### src/sle_pkg.sv
// Shared types and constants for the sorted list engine.
`timescale 1ns / 1ps

package sle_pkg;

    localparam int CAPACITY_DEF = 16;
    localparam int DATA_W       = 32;
    localparam int ACTION_W     = 2;
    localparam int STATUS_W     = 2;
    localparam int POS_W        = 4;
    localparam int COUNT_W      = 5;

    typedef enum logic [ACTION_W-1:0] {
        ACT_INSERT = 2'd0,
        ACT_REMOVE = 2'd1,
        ACT_SEARCH = 2'd2
    } action_t;

    typedef enum logic [STATUS_W-1:0] {
        ST_DONE = 2'd0,
        ST_MISS = 2'd1,
        ST_FULL = 2'd2
    } status_t;

    // Broadcast to every cell in the chain.
    typedef struct packed {
        logic                     ins;
        logic                     rem;
        logic signed [DATA_W-1:0] value;
    } sle_cmd_t;

    // Per-cell compare results.
    typedef struct packed {
        logic less;
        logic eq;
        logic bnd;
    } sle_flags_t;

endpackage

### src/sle_if.sv
// Valid/ready channel interfaces for request and response words.
`timescale 1ns / 1ps

interface sle_req_if;
    import sle_pkg::*;

    logic                      valid;
    logic                      ready;
    logic [ACTION_W-1:0]       action;
    logic signed [DATA_W-1:0]  value;

    modport source (output valid, output action, output value, input ready);
    modport sink   (input valid, input action, input value, output ready);
endinterface

interface sle_rsp_if;
    import sle_pkg::*;

    logic                 valid;
    logic                 ready;
    logic [STATUS_W-1:0]  status;
    logic [POS_W-1:0]     position;
    logic [COUNT_W-1:0]   entry_count;

    modport source (output valid, output status, output position, output entry_count,
                    input ready);
    modport sink   (input valid, input status, input position, input entry_count,
                    output ready);
endinterface

### src/sle_cell.sv
// One slot of the sorted chain: compare against the broadcast value and shift.
`timescale 1ns / 1ps

module sle_cell #(
    parameter int INDEX = 0,
    parameter int CNT_W = 5
) (
    input  logic                             clk,
    input  sle_pkg::sle_cmd_t                cmd,
    input  logic [CNT_W-1:0]                 fill,
    input  logic                             left_less,
    input  logic signed [sle_pkg::DATA_W-1:0] left_entry,
    input  logic signed [sle_pkg::DATA_W-1:0] right_entry,
    output logic signed [sle_pkg::DATA_W-1:0] entry,
    output sle_pkg::sle_flags_t              flags
);
    import sle_pkg::*;

    logic signed [DATA_W-1:0] entry_reg;
    logic signed [DATA_W-1:0] entry_next;
    logic                     occupied;

    assign occupied   = fill > CNT_W'(INDEX);
    assign flags.less = occupied && (entry_reg < cmd.value);
    assign flags.eq   = occupied && (entry_reg == cmd.value);
    // first slot not less than the value
    assign flags.bnd  = left_less && !flags.less;
    assign entry      = entry_reg;

    always_comb
    begin
        entry_next = entry_reg;
        if (cmd.ins)
        begin
            if (!left_less)
                entry_next = left_entry;
            else if (flags.bnd)
                entry_next = cmd.value;
        end
        else if (cmd.rem)
        begin
            if (!flags.less)
                entry_next = right_entry;
        end
    end

    always_ff @(posedge clk)
    begin
        entry_reg <= entry_next;
    end

endmodule

### src/sorted_list_engine.sv
// Sorted list engine: a chain of compare-and-shift cells holding an ascending table.
// Throughput: one request per cycle unless a full response register is held by rsp.ready low;
// every cell compares and shifts in the same cycle.
// A request is taken while the response register is empty or being drained.
// Reset (rst_n, async, active low) empties the table and the response register.
`timescale 1ns / 1ps

module sorted_list_engine #(
    parameter int CAPACITY = sle_pkg::CAPACITY_DEF
) (
    input  logic        clk,
    input  logic        rst_n,
    sle_req_if.sink     req,
    sle_rsp_if.source   rsp
);
    import sle_pkg::*;

    localparam int IDX_W = $clog2(CAPACITY);
    localparam int CNT_W = $clog2(CAPACITY + 1);

    logic [CNT_W-1:0]          fill_reg;
    logic [CNT_W-1:0]          fill_next;
    logic                      rsp_valid_reg;
    logic [STATUS_W-1:0]       status_reg;
    logic [STATUS_W-1:0]       status_next;
    logic [POS_W-1:0]          position_reg;
    logic [POS_W-1:0]          position_next;
    logic [COUNT_W-1:0]        count_reg;

    sle_cmd_t                  cmd;
    sle_flags_t                flags [CAPACITY];
    logic signed [DATA_W-1:0]  entry [CAPACITY];
    logic [CAPACITY:0]         less_chain;

    logic                      accept;
    logic                      full;
    logic                      hit;
    logic [IDX_W-1:0]          pos;
    logic [IDX_W+POS_W-1:0]    pos_ext;
    logic [CNT_W+COUNT_W-1:0]  cnt_ext;

    assign req.ready = !rsp_valid_reg || rsp.ready;
    assign accept    = req.valid && req.ready;
    assign full      = fill_reg == CNT_W'(CAPACITY);

    // slot zero always sees a "less" neighbor on its left
    assign less_chain[0] = 1'b1;

    genvar g;
    generate
        for (g = 0; g < CAPACITY; g++)
        begin : g_cell
            logic signed [DATA_W-1:0] left_e;
            logic signed [DATA_W-1:0] right_e;

            if (g == 0)
            begin : g_first
                assign left_e = req.value;
            end
            else
            begin : g_mid
                assign left_e = entry[g-1];
            end

            if (g == CAPACITY - 1)
            begin : g_last
                assign right_e = entry[g];
            end
            else
            begin : g_inner
                assign right_e = entry[g+1];
            end

            sle_cell #(
                .INDEX (g),
                .CNT_W (CNT_W)
            ) u_cell (
                .clk         (clk),
                .cmd         (cmd),
                .fill        (fill_reg),
                .left_less   (less_chain[g]),
                .left_entry  (left_e),
                .right_entry (right_e),
                .entry       (entry[g]),
                .flags       (flags[g])
            );

            assign less_chain[g+1] = flags[g].less;
        end
    endgenerate

    // boundary is one-hot, so OR the indexes together
    always_comb
    begin
        pos = '0;
        hit = 1'b0;
        for (int i = 0; i < CAPACITY; i++)
        begin
            if (flags[i].bnd)
            begin
                pos = pos | IDX_W'(i);
                hit = hit | flags[i].eq;
            end
        end
    end

    assign pos_ext = {{POS_W{1'b0}}, pos};

    always_comb
    begin
        cmd.value     = req.value;
        cmd.ins       = 1'b0;
        cmd.rem       = 1'b0;
        fill_next     = fill_reg;
        status_next   = ST_MISS;
        position_next = '0;
        case (req.action)
            ACT_INSERT:
            begin
                if (full)
                begin
                    status_next = ST_FULL;
                end
                else
                begin
                    cmd.ins       = accept;
                    fill_next     = fill_reg + CNT_W'(1);
                    status_next   = ST_DONE;
                    position_next = pos_ext[POS_W-1:0];
                end
            end
            ACT_REMOVE:
            begin
                if (hit)
                begin
                    cmd.rem       = accept;
                    fill_next     = fill_reg - CNT_W'(1);
                    status_next   = ST_DONE;
                    position_next = pos_ext[POS_W-1:0];
                end
            end
            ACT_SEARCH:
            begin
                if (hit)
                begin
                    status_next   = ST_DONE;
                    position_next = pos_ext[POS_W-1:0];
                end
            end
            default:
            begin
                status_next = ST_MISS;
            end
        endcase
    end

    assign cnt_ext = {{COUNT_W{1'b0}}, fill_next};

    always_ff @(posedge clk or negedge rst_n)
    begin
        if (!rst_n)
        begin
            fill_reg      <= '0;
            rsp_valid_reg <= 1'b0;
        end
        else
        begin
            if (accept)
            begin
                fill_reg      <= fill_next;
                rsp_valid_reg <= 1'b1;
            end
            else if (rsp.ready)
            begin
                rsp_valid_reg <= 1'b0;
            end
        end
    end

    always_ff @(posedge clk)
    begin
        if (accept)
        begin
            status_reg   <= status_next;
            position_reg <= position_next;
            count_reg    <= cnt_ext[COUNT_W-1:0];
        end
    end

    assign rsp.valid       = rsp_valid_reg;
    assign rsp.status      = status_reg;
    assign rsp.position    = position_reg;
    assign rsp.entry_count = count_reg;

endmodule
### src/flat_wrapper.sv
// flat-port wrapper written by rule: the top's interface ports become plain ports
module sorted_list_engine_flat import sle_pkg::*;
#(
    parameter int CAPACITY = sle_pkg::CAPACITY_DEF
)
  (clk, rst_n, req_valid, req_action, req_value, req_ready, rsp_valid, rsp_status, rsp_position, rsp_entry_count, rsp_ready);
  sle_req_if req_i ();
  sle_rsp_if rsp_i ();
  input  logic clk;
  input  logic rst_n;
  input wire logic [$bits(req_i.valid)-1:0] req_valid;
  input wire logic [$bits(req_i.action)-1:0] req_action;
  input wire logic [$bits(req_i.value)-1:0] req_value;
  output wire logic [$bits(req_i.ready)-1:0] req_ready;
  output wire logic [$bits(rsp_i.valid)-1:0] rsp_valid;
  output wire logic [$bits(rsp_i.status)-1:0] rsp_status;
  output wire logic [$bits(rsp_i.position)-1:0] rsp_position;
  output wire logic [$bits(rsp_i.entry_count)-1:0] rsp_entry_count;
  input wire logic [$bits(rsp_i.ready)-1:0] rsp_ready;
  assign req_i.valid = req_valid;
  assign req_i.action = req_action;
  assign req_i.value = req_value;
  assign req_ready = req_i.ready;
  assign rsp_valid = rsp_i.valid;
  assign rsp_status = rsp_i.status;
  assign rsp_position = rsp_i.position;
  assign rsp_entry_count = rsp_i.entry_count;
  assign rsp_i.ready = rsp_ready;
  sorted_list_engine #(.CAPACITY(CAPACITY)) u_core (.clk(clk), .rst_n(rst_n), .req(req_i), .rsp(rsp_i));
endmodule
### config.mk
export PLATFORM = sky130hd
export DESIGN_NAME = sorted_list_engine_flat
export DESIGN_NICKNAME = d
export VERILOG_FILES = /design/src/sle_pkg.sv /design/src/sle_if.sv /design/src/sle_cell.sv /design/src/sorted_list_engine.sv /design/src/flat_wrapper.sv
export SDC_FILE = /design/constraint.sdc
export NUM_CORES = 2
export LEC_CHECK = 0
export ABC_AREA = 0
export BUFFER_PORTS_ARGS = -buffer_cell sky130_fd_sc_hd__clkbuf_2
export CORE_ASPECT_RATIO = 0.9
export CORE_MARGIN = 2
export CORE_UTILIZATION = 24
export CTS_CLUSTER_DIAMETER = 100
export DETAILED_ROUTE_END_ITERATION = 7
export PLACE_DENSITY = 0.4
export SETUP_SLACK_MARGIN = 0.5
export SLEW_MARGIN = 25
export SYNTH_ARGS = -nofsm -noshare
export SYNTH_HDL_FRONTEND = slang
export SYNTH_SLANG_ARGS = --single-unit
### constraint.sdc
create_clock -name clk -period 15.75 [get_ports clk]
set_input_delay 3.15 -clock clk [delete_from_list [all_inputs] [get_ports clk]]
set_output_delay 3.15 -clock clk [all_outputs]
set_load 0.02 [all_outputs]
======== Word-level counts from Yosys, hierarchy flattened ========
Index checks and enable logic that the tools add are counted.
W data, S select, Z words.
operators by class
  add/sub/neg operators ................... 2
  $lt $le $gt $ge ......................... 32
  eq/ne operators ......................... 50
  muxes and demuxes ....................... 122
  bitwise logic cells ..................... 15
  reduce and logical (&&, ||, !) cells .... 85
operators with widths
  cell                   count
  $mux W32               76
  $eq A32 B32 Y1         16
  $lt A32 B32 Y1         16
  $logic_and A1 B1 Y1    48
  $reduce_and A3 Y1      15
  $ne A3 B3 Y1 const B   14
  $gt A5 B4 Y1 const B   8
  $mux W4                10
  $ne A2 B1 Y1 const B   15
  $mux W1                24
  $gt A5 B3 Y1 const B   4
  $logic_not A1 Y1       16
  $or A1 B1 Y1           15
  $mux W3                4
  $gt A5 B1 Y1 const B   2
  $gt A5 B2 Y1 const B   2
  $mux W5                2
  $pmux W5 S2            1
  $pmux W4 S2            1
  $mux W2                3
  $add A5 B1 Y5 const B  1
  $eq A5 B5 Y1 const B   1
  $sub A5 B1 Y5 const B  1
  $ne A2 B2 Y1 const B   2
  other kinds (8)        9
word-level totals
  flip-flop bits (word level) ............. 529
  input port bits ......................... 38
  output and inout bits ................... 13
  word-level logic and storage cells ...... 327

======== Longest topological paths before layout ========
  depth after elaboration ................. 37
  depth in mapped cells ................... 15
  gate-level depth less buffers ........... 13

======== Hierarchy ========
A second synthesis with hierarchy kept.
unflattened totals
  cells, all modules ...................... 4385
  area total of the unflattened synthesis .. 41348.4 um2
modules (own cells, without submodules)
  module                                    instances  cells each  area an instance (um2)  seq. area each (um2)
  sle_cell at u_core.g_cell[14].u_cell ...  2          266         2508.7                  960.9
  sle_cell at u_core.g_cell[12].u_cell ...  2          266         2499.9                  960.9
  sle_cell at u_core.g_cell[3].u_cell       1          268         2565.0                  960.9
  sle_cell at u_core.g_cell[2].u_cell       1          265         2529.9                  960.9
  sle_cell at u_core.g_cell[1].u_cell       1          264         2523.7                  960.9
  sle_cell at u_core.g_cell[0].u_cell       1          265         2519.9                  960.9
  sle_cell at u_core.g_cell[11].u_cell      1          266         2514.9                  960.9
  sle_cell at u_core.g_cell[13].u_cell      1          266         2506.2                  960.9
  sle_cell at u_core.g_cell[10].u_cell      1          264         2503.7                  960.9
  sle_cell at u_core.g_cell[8].u_cell       1          264         2502.4                  960.9
  sle_cell at u_core.g_cell[9].u_cell       1          266         2498.6                  960.9
  sle_cell at u_core.g_cell[5].u_cell       1          265         2497.4                  960.9
  sle_cell at u_core.g_cell[15].u_cell      1          263         2482.4                  960.9
  sle_cell at u_core.g_cell[7].u_cell       1          267         2467.4                  960.9
  sorted_list_engine                        1          138         1219.9                  480.5

======== Worst setup path before layout ========
Ideal clock, no wire load.
  kind .................................... in2reg
  start point ............................. in req_value[25]
  end point ............................... reg u_core.g_cell[9].u_cell.entry_reg[0] (enable)
  setup time .............................. 0.432 ns
  arrival ................................. 7.799 ns
  data required time ...................... 15.318 ns
  setup slack ............................. 7.519 ns
  stages .................................. 13
  buffers on the path ..................... 0
  cells stage by stage .................... inv_1 ha_1 a21o_1 a221o_1 a221oi_1 o21ai_0 o21ai_0 or3b_2 o221ai_1 or4_4 o31a_1 o21ai_4 a21oi_1
on the way
  word-level cells in the longest chain between the ends .. 37
  elaborated cells on any way between the ends .. 131
ends and longest elaborated chain
  what                                                 RTL line                                   RTL
  from (decl)                                          flat_wrapper.sv:13                         input wire logic [$bits(req_i.value)-1:0] req_value;
  $lt A32 B32 Y1 or $eq A32 B32 Y1 (tied branches)     sle_cell.sv:24, sle_cell.sv:25
  $logic_and A1 B1 Y1 (on tied branches)               sle_cell.sv:24, sle_cell.sv:25
  $mux W1 or $logic_not A1 Y1 (tied branches)          -
  $or A1 B1 Y1 or $logic_and A1 B1 Y1 (tied branches)  sorted_list_engine.sv:102, sle_cell.sv:27
  $mux W1                                              sorted_list_engine.sv:99                   if (flags[i].bnd)
  $or A1 B1 Y1                                         sorted_list_engine.sv:102                  hit = hit | flags[i].eq;
  $mux W1                                              sorted_list_engine.sv:99
  $or A1 B1 Y1                                         sorted_list_engine.sv:102
  (+21 left out)                                       -
  $or A1 B1 Y1                                         sorted_list_engine.sv:102
  $mux W1                                              sorted_list_engine.sv:99
  $or A1 B1 Y1                                         sorted_list_engine.sv:102
  $mux W1                                              sorted_list_engine.sv:99
  $mux W1                                              sorted_list_engine.sv:134                  if (hit)
  $mux W1                                              sorted_list_engine.sv:117                  case (req.action)
  $reduce_bool A2 Y1 (no line)                         -
  $reduce_and A3 Y1 (no line) *                        -
  to (signal assigned)                                 sle_cell.sv:49                             entry_reg <= entry_next;
  to (decl)                                            sle_cell.sv:19                             logic signed [DATA_W-1:0] entry_reg;
Mark *: on every way between the ends. The rest lies on a longest branch, timed or not.
A chain may end at the register's enable or synchronous reset.

======== Final worst setup path ========
  start point ............................. in req_value[9]
  end point ............................... reg u_core.g_cell[7].u_cell.entry_reg[24] (enable)
on the way
  word-level cells in the longest chain between the ends .. 37
  elaborated cells on any way between the ends .. 131
ends and longest elaborated chain
  what                                                 RTL line
  $lt A32 B32 Y1 or $eq A32 B32 Y1 (tied branches)     sle_cell.sv:24, sle_cell.sv:25
  $logic_and A1 B1 Y1 (on tied branches)               sle_cell.sv:24, sle_cell.sv:25
  $mux W1 or $logic_not A1 Y1 (tied branches)          -
  $or A1 B1 Y1 or $logic_and A1 B1 Y1 (tied branches)  sorted_list_engine.sv:102, sle_cell.sv:27
  $mux W1                                              sorted_list_engine.sv:99
  $or A1 B1 Y1                                         sorted_list_engine.sv:102
  $mux W1                                              sorted_list_engine.sv:99
  $or A1 B1 Y1                                         sorted_list_engine.sv:102
  (+21 left out)                                       -
  $or A1 B1 Y1                                         sorted_list_engine.sv:102
  $mux W1                                              sorted_list_engine.sv:99
  $or A1 B1 Y1                                         sorted_list_engine.sv:102
  $mux W1                                              sorted_list_engine.sv:99
  $mux W1                                              sorted_list_engine.sv:134
  $mux W1                                              sorted_list_engine.sv:117
  $reduce_bool A2 Y1 (no line)                         -
  $reduce_and A3 Y1 (no line) *                        -
  to (signal assigned)                                 sle_cell.sv:49
  to (decl)                                            sle_cell.sv:19
Marks and branches as above.

==> metrics.md <==
| Metric | Value |
|---|---|
| Vias in the first global route | `30,651` |
| Cell Chain, Critical Path | `clkbuf_2 > inv_1 > ha_1 > nand4_1 > nor4_1 > o21ai_0 > nor4bb_1 > buf_4 > o21ai_0 > a32oi_1 > o2111ai_1 > o31a_1 > o21ai_4 > buf_4 > nor2_4 > buf_4` |
| Distinct cells, synth | `69` |
| Drt first-iter violations | `2,364` |
| Hold buffer count at cts | `0` |
| Static Leak | `17.5 nW` |
| Final antenna-violating net count | `0` |
| Layout cells sized above 1 | `0.0728` |
| Achievable frequency | `115 MHz` |
| Setup_tns | `0 ps` |
| Filler instances | `16,864` |
| First-pass GRT wire length | `209 mm` |
| Hold Path Stages | `2` |
| FF-to-FF setup slack | `10,030 ps` |
| Horiz. Die Dim | `427 um` |
| Async S/R FF share, synth | `0.0113` |
| Final wirelength | `142 mm` |
| Dominant synthesized flop cell | `edfxtp_1` |
| IO Count | `51` |
| Worst vdd rail ir drop | `0.0000591 V` |
| Endpoints failing hold | `0` |
| Pwr dens | `96.1 mW/mm^2` |
| Root Driver | `clkbuf_16` |
| CTS tree | `yes` |
| Psw | `1.36 mW` |
| Final GP Congestion | `0.885` |
| Most Frequent Cell on Critical Path | `buf_4` |
| Reg-to-Reg Start | `u_core.g_cell[5].u_cell.entry[15]$_DFFE_PP_` |
| Max-slew violations | `0` |
| Average vias per placed instance | `5.05` |
| Seq/Total Area, Yosys | `0.411` |
| Yosys reg bits | `529` |
| Most frequent cells in the layout | `nand2_1, o21ai_0, edfxtp_1` |
| Clk pwr share | `0.372` |
| Synthesized instance count | `4,017` |
| Layout area overhead | `13.3%` |
| Wirelength per Cell | `23.0 um` |
| Clock slew at reported path FFs | `50 ps` |
| CTS H-tree depth | `3` |
| Largest net degree at the start of global routing | `232` |
| Crit-path max FO | `22` |
| CTS sink count | `529` |
| Comb power frac | `0.231` |
| Antenna violations before repair | `1` |
| DPL Wire Length | `105 mm` |
| Worst Tran Pin Value | `1190 ps` |
| Post-Syn Area | `0.0386 mm^2` |
| Worst Hold End | `u_core.rsp.valid$_DFFE_PN0P_` |
| Die H | `384 um` |
| GRT Util Overall | `0.170` |
| Worst reg2reg endpoint | `u_core.g_cell[7].u_cell.entry[24]$_DFFE_PP_` |
| Slowest CP cell | `nor4_1` |
| Post-synth EDFFs | `523` |
| Syn Area/Cell | `9.60 um^2` |
| Vias post-DR | `31,060` |
| RSZ-0062 raised after global routing | `false` |
| Yosys Warn Count | `0` |
| CP arrival | `9010 ps` |
| Critical Path RT | `16,080 ps` |
| Commonest non-fill, non-tap cell in the layout | `nand2_1` |
| # nets final | `4,547` |
| Worst Hold Slack | `548 ps` |
| Post_cts resized | `0` |
| Type of the worst setup path | `input port to flop` |
| Min Tclk post-route | `8680 ps` |
| Full die area | `0.164 mm^2` |
| Status | `complete, no violations` |
| Final period util | `0.551` |
| Hold Crit Class | `flop to flop` |
| Clock Path Buffers | `3` |
| Worst-Skew Late Latency | `660 ps` |
| Hold wc startpoint | `u_core.rsp.valid$_DFFE_PN0P_` |
| Switching share of power | `0.325` |
| Crit-path max cell delay | `970 ps` |
| Syn Nets | `4,575` |
| Core area | `0.159 mm^2` |
| Row Count | `139` |
| Worst Clk Skew | `18.8 ps` |
| Seq pwr share | `0.397` |
| # setup viols final | `0` |
| Pre-antenna DRT Iters | `6` |
| Pint | `2.83 mW` |
| Grt total ovfl | `0` |
| # DRC | `0` |
| Fin util | `0.274` |
| Num CTS Buffers | `67` |
| CP endpoint kind | `flop` |
| Type of origin of the critical path | `input port` |
| Path depth of the worst reg2reg path | `14` |
| Initial Util | `0.242` |
| Max reg flops | `512` |
| Max cap viols | `0` |
| Port-buffer cells | `50` |
| Slew HR | `0.200` |
| Setup Buffers After CTS | `0` |
==> layout make-up <==
cell class,instances,area [um^2],area share
multi-input cells,3188,21900,0.500
flip-flops and latches,529,15900,0.363
well taps,2115,2650,0.0606
clock buffers,98,1940,0.0444
repair buffers,127,953,0.0218
inverters,76,285,0.00653
clock inverters,21,150,0.00344
diodes,2,5.00,0.000115
==> metal layers <==
| layer | wire length [um] | vias up | track usage |
|---|---|---|---|
| met3 | 5430 | 148 | 0.0225 |
| li1 | - | 15030 | - |
| met1 | 69300 | 15313 | 0.244 |
| met2 | 63800 | 567 | 0.270 |
| met4 | 3120 | 2 | 0.0376 |
| met5 | 12 | - | 0 |
==> stage by stage <==
| stage | instances | worst slack, ps | power (mW) | area (um^2) |
|---|---|---|---|---|
| finish | 6156 | 7070 | 4.20 | 43700 |
| global route | 6154 | 6630 | 4.41 | 43700 |
| CTS | 6152 | 7010 | 4.25 | 43600 |
| detailed placement | 6033 | 6290 | 2.67 | 41500 |
| global placement | 6030 | 6450 | 2.66 | 41400 |
| floorplan | 4017 | 7520 | 2.33 | 38600 |
==> critical path, delay by kind of cell <==
kind / cells / cell delay [ps]
AND/OR/NAND/NOR: 4 / 1950
buffers and inverters: 5 / 1850
AO/OA/AOI/OAI: 6 / 1690
adder cells (fa/ha/maj): 1 / 300
==> power groups by stage <==
stage | clock [mW] | combinational, mW | sequential (mW)
2_1_floorplan | 0 | 0.664 | 1.66
3_3_place_gp | 0 | 0.966 | 1.70
3_5_place_dp | 0 | 0.970 | 1.70
4_1_cts | 1.61 | 0.973 | 1.67
5_1_grt | 1.66 | 1.07 | 1.67
6_report | 1.56 | 0.968 | 1.67
==> cell usage after synthesis (6+ instances only) <==
master,number,share of area
nand2_1,618,0.060
o21ai_0,562,0.073
edfxtp_1,523,0.41
ha_1,520,0.17
a21oi_1,374,0.049
mux2i_1,298,0.077
nor2_1,233,0.023
clkbuf_1,203,0.020
nand4_1,108,0.018
inv_1,76,0.0074
a21o_1,66,0.013
nand3_1,47,0.0061
nor3_1,36,0.0047
mux2_2,33,0.0096
nor4_1,30,0.0049
nand2b_1,21,0.0034
o211ai_1,21,0.0041
nor2b_1,20,0.0032
a221oi_1,19,0.0043
buf_1,17,0.0017
a211oi_1,16,0.0031
and4_1,16,0.0036
o21a_1,13,0.0025
a31oi_1,12,0.0019
or3_1,8,0.0013
a21boi_0,7,0.0014
and3_1,7,0.0011
o31ai_1,7,0.0014
or4_1,7,0.0014
dfrtp_1,6,0.0039
o2111ai_1,6,0.0014
o211a_1,6,0.0016
==> worst max-delay path by stage <==
stage	endpoint	start	cells after the start
CTS	u_core.g_cell[7].u_cell.entry[24]$_DFFE_PP_	req_value[9]	17
detailed placement	u_core.g_cell[7].u_cell.entry[25]$_DFFE_PP_	req_value[9]	17
floorplan	u_core.g_cell[9].u_cell.entry[0]$_DFFE_PP_	req_value[25]	13
global route	u_core.g_cell[7].u_cell.entry[31]$_DFFE_PP_	req_value[9]	17
global placement	u_core.g_cell[7].u_cell.entry[25]$_DFFE_PP_	req_value[9]	16
finish	u_core.g_cell[7].u_cell.entry[24]$_DFFE_PP_	req_value[9]	16
==> logic make-up (layout without fill, tap and decap cells) <==
group / count (synthesis) / in the layout / share of synthesized area
AO/OA/AOI/OAI: 1156 / 1156 / 0.167
XOR/XNOR: 6 / 6 / 0.00136
adder cells (fa/ha/maj): 520 / 520 / 0.169
buffers and inverters: 300 / 322 / 0.0295
flip-flops: 529 / 529 / 0.411
multiplexers: 331 / 331 / 0.0870
other: 0 / 2 / 0
AND/OR/NAND/NOR: 1175 / 1175 / 0.135
Power figures use the tool's default switching activity.
